## src/pairwise_concurrency_profiler_unit_macros.svh

```systemverilog
// ----------------------------------------------------------------------------
// Pairwise concurrency profiler - assertion macros
// Shared concurrent assertion forms used by the profiler RTL.
// ----------------------------------------------------------------------------
`ifndef PAIRWISE_CONCURRENCY_PROFILER_UNIT_MACROS_SVH
`define PAIRWISE_CONCURRENCY_PROFILER_UNIT_MACROS_SVH

// Same-cycle implication, disabled while reset is asserted.
`define PCP_ASSERT_IMPL(lbl, clk, rst_n, ante, cons) \
  lbl: assert property (@(posedge clk) disable iff (!rst_n) (ante) |-> (cons)) \
    else $error("pcp: assertion failed");

// Next-cycle implication, disabled while reset is asserted.
`define PCP_ASSERT_NEXT(lbl, clk, rst_n, ante, cons) \
  lbl: assert property (@(posedge clk) disable iff (!rst_n) (ante) |=> (cons)) \
    else $error("pcp: assertion failed");

`endif

```

## src/pcp_sat_counter.sv

```systemverilog
// ----------------------------------------------------------------------------
// Pairwise concurrency profiler - saturating counter lane
// One event counter that sticks at its all-ones value.
// ----------------------------------------------------------------------------
module pcp_sat_counter #(
  parameter int CNT_W = 32
) (
  input  logic             clk,
  input  logic             rst_n,
  input  logic             inc,
  output logic [CNT_W-1:0] count
);

  logic [CNT_W-1:0] cnt_r;
  logic [CNT_W-1:0] cnt_nxt;

  always_comb begin
    cnt_nxt = cnt_r;
    if (inc && (cnt_r != '1)) begin
      cnt_nxt = cnt_r + CNT_W'(1);
    end
  end

  always_ff @(posedge clk) begin
    if (!rst_n) begin
      cnt_r <= '0;
    end else begin
      cnt_r <= cnt_nxt;
    end
  end

  assign count = cnt_r;

endmodule

```

## config.mk

```make
export PLATFORM = sky130hd
export DESIGN_NAME = pcp_sat_counter
export DESIGN_NICKNAME = d
export VERILOG_FILES = /design/src/pairwise_concurrency_profiler_unit_macros.svh /design/src/pcp_sat_counter.sv
export SDC_FILE = /design/constraint.sdc
export NUM_CORES = 1
export LEC_CHECK = 0
export BUFFER_PORTS_ARGS = -buffer_cell sky130_fd_sc_hd__buf_2
export CORE_ASPECT_RATIO = 0.9
export CORE_MARGIN = 2
export CORE_UTILIZATION = 58
export DETAILED_ROUTE_END_ITERATION = 7
export HOLD_SLACK_MARGIN = 0.1
export PLACE_DENSITY = 0.84
export REMOVE_ABC_BUFFERS = 1
export SLEW_MARGIN = 20
export SYNTH_ARGS = -nofsm -noshare
export SYNTH_HDL_FRONTEND = slang
export SYNTH_SLANG_ARGS = --single-unit
export TNS_END_PERCENT = 20
```

## constraint.sdc

```tcl
create_clock -name clk -period 3.4 [get_ports clk]
set_clock_uncertainty 0.15 [all_clocks]
set_input_delay 0 -clock clk [delete_from_list [all_inputs] [get_ports clk]]
set_output_delay 0 -clock clk [all_outputs]
set_load 0.05 [all_outputs]
```

==> flow_summary.json <==
{
  "largest_reg_flops": 32,
  "grt_setup_unrepaired": "no",
  "vias_per_cell": 6.19,
  "grt_overflow_total": 0,
  "place_area_um2": 1920,
  "swShare_pct": 25.6,
  "ant_nets": 0,
  "path_cells": "nand4_1 -> or3_1 -> nor4_2 -> buf_4 -> nor4_1 -> o21a_1 -> dlygate4sd3_1",
  "max_stage_delay_ns": 0.55,
  "drc": 0,
  "setup_viol": 0,
  "grt_max_degree": 21,
  "start_kind": "flop",
  "endpoint_kind": "flop",
  "dominantRegCellSynth": "dfxtp_1",
  "critical-path-slowest-cell": "dlygate4sd3_1",
  "fin_area_um2": 1990,
  "tightest_slew_ns": 0.736,
  "period_needed_ns": 2.76,
  "final_max_slew_viol_count": 0,
  "drt_iter0_drc": 114,
  "initial_utilization_pct": 61.5,
  "drive_gt1_share_pct": 21.9,
  "clock_power_share_pct": 33.5,
  "clkSinkCount": 32,
  "port_buffers": 34,
  "grt_pass1_wl_um": 7190,
  "gp_congestion": 0.877,
  "synth_edf_count": 0,
  "max_freq_mhz": 362,
  "dpl.hpwl_um": 3070,
  "cts-root-buf": "clkbuf_4",
  "clk_pin_slew_ns": 0.10,
  "crit_type": "reg2reg",
  "fin_nets": 241,
  "synth_cell_types": 38,
  "die_h_um": 55.4,
  "seq_area_frac_synth_pct": 37.6,
  "leakage_nw": 0.732,
  "power_frac_comb_pct": 5.5,
  "ir_drop_uv": 307,
  "slew_headroom_pct": 50.4,
  "synthCells": 200,
  "worstPathRequired_ns": 3.50,
  "htree_levels": 2,
  "io-pin-count": 35,
  "clk_latency_ns": 0.35,
  "cts_tree": "yes",
  "grt_pass1_vias": 1626,
  "firstDrtPassIters": 4,
  "hold_viol_final": 0,
  "areaGrowthSynthToFinish_pct": 17.0,
  "grtUsageTotal_pct": 28.1,
  "power_density_nw_per_um2": 312,
  "cp.arrival_ns": 2.86,
  "synth_seq_cells": 32,
  "clock_path_buffers": 2,
  "antenna_found_initial": 0,
  "fin_crit_sh_pct": 81.3,
  "cp_max_fo": 18,
  "die-area_um2": 3390,
  "p_int_uw": 463,
  "pwr-share-seq_pct": 61.1,
  "cts_made_buffers": 5,
  "synth_warnings": 0,
  "maxCapViolCount": 0,
  "rows": 18,
  "insertedDiodeCount": 0,
  "p_sw_uw": 160,
  "async_reset_ff_share_pct": 0,
  "setup_tns_ns": 0,
  "avgSynthCellArea_um2": 8.52,
  "holdWs_ns": 0.348,
  "vias": 1715,
  "die_w_um": 61.1,
  "cts_setup_buffers": 0,
  "core_um2": 2770,
  "hold_class": "reg2reg",
  "routed_wl_um": 4290,
  "syn_area_um2": 1700,
  "run_status": "finished clean",
  "wl_per_cell_um": 15.5
}
[layer usage]
layer,wire (um),track usage (%)
met5,0,0
met4,47,7.45
met3,252,11.5
met2,2140,45.0
met1,1860,34.2
[cell usage in the layout (no fill, tap or decap), drive strengths merged, types with 7 or more instances in the layout]
cell type / count
buf: 39
mux2i: 7
or4: 13
nor2: 9
dfxtp: 32
nand3: 14
nand2: 16
o31ai: 11
nand4: 9
nand2b: 9
a21oi: 15
[Yosys cell counts (4+ instances only)]
| cell type | count | area, um2 |
|---|---|---|
| nand3_1 | 12 | 60.1 |
| or3_1 | 5 | 31.3 |
| xnor2_1 | 4 | 35.0 |
| nor4_1 | 6 | 37.5 |
| a21oi_1 | 15 | 75.1 |
| and4_1 | 6 | 52.6 |
| or4_1 | 11 | 82.6 |
| nand4_1 | 9 | 56.3 |
| nand2_1 | 16 | 60.1 |
| dfxtp_1 | 32 | 641 |
| o31ai_1 | 11 | 82.6 |
| nand2b_1 | 9 | 56.3 |
| mux2i_1 | 7 | 70.1 |
| nor2_1 | 9 | 33.8 |
| clkbuf_1 | 10 | 37.5 |
[worst max-delay path, delay by kind of cell, from the launching register on]
kind	cells	cell delay [ns]
simple gates	4	1.07
compound gates	1	0.17
flops	1	0.45
buf+inv	2	0.82
[area by class of cell]
type,instances,area [um2]
multi-input combinational,153,1010
fill,231,776
sequential,32,641
timing repair buffer,42,238
tap,40,50.0
clock buffer,6,41.3
inverter,3,11.3
clock inverter,1,5.00
[power groups by stage]
stage | Clock, mW | Combinational [mW] | Sequential [mW]
6_report | 0.208 | 0.0340 | 0.380
5_1_grt | 0.235 | 0.0369 | 0.381
4_1_cts | 0.210 | 0.0340 | 0.380
3_5_place_dp | 0 | 0.0321 | 0.389
3_3_place_gp | 0 | 0.0309 | 0.389
2_1_floorplan | 0 | 0.0112 | 0.397
[through the flow]
stage	power (mW)	setup WS, ns	utilization [%]	std cells
after global routing	0.653	0.422	72.0	277
final	0.622	0.637	72.0	277
after detailed placement	0.421	1.02	69.2	267
after global placement	0.420	1.09	69.2	267
after floorplan	0.409	-0.532	-	188
after CTS	0.624	0.664	72.0	277
[timing repair]
| item | 4_1_cts | 5_1_grt |
|---|---|---|
| endpoints found under the hold margin | 16 | 0 |
| endpoints found under the setup margin | 0 | 0 |
| hold buffers | 3 | 0 |
| gates resized for setup | 0 | 0 |
[worst paths after layout]
path                                 from   endpoint  slack [ns]  depth (start not counted)
worst min register to register  count[27]  count[27]        0.35                          2
worst min-delay path            count[27]  count[27]        0.35                          2
worst max register to register   count[8]   count[6]        0.64                          7
worst max-delay path             count[8]   count[6]        0.64                          7
[logic make-up (layout without fill, tap and decap cells)]
kind of cell / Yosys count / in the layout / synth area share [%]
AO/OA/AOI/OAI: 44 / 44 / 17.9
XOR/XNOR: 5 / 5 / 2.57
adder cells (fa/ha/maj): 1 / 1 / 0.734
AND/OR/NAND/NOR: 96 / 96 / 33.5
flip-flops: 32 / 32 / 37.6
multiplexers: 7 / 7 / 4.11
buffers and inverters: 15 / 52 / 3.60
Power figures use the tool's default switching activity.
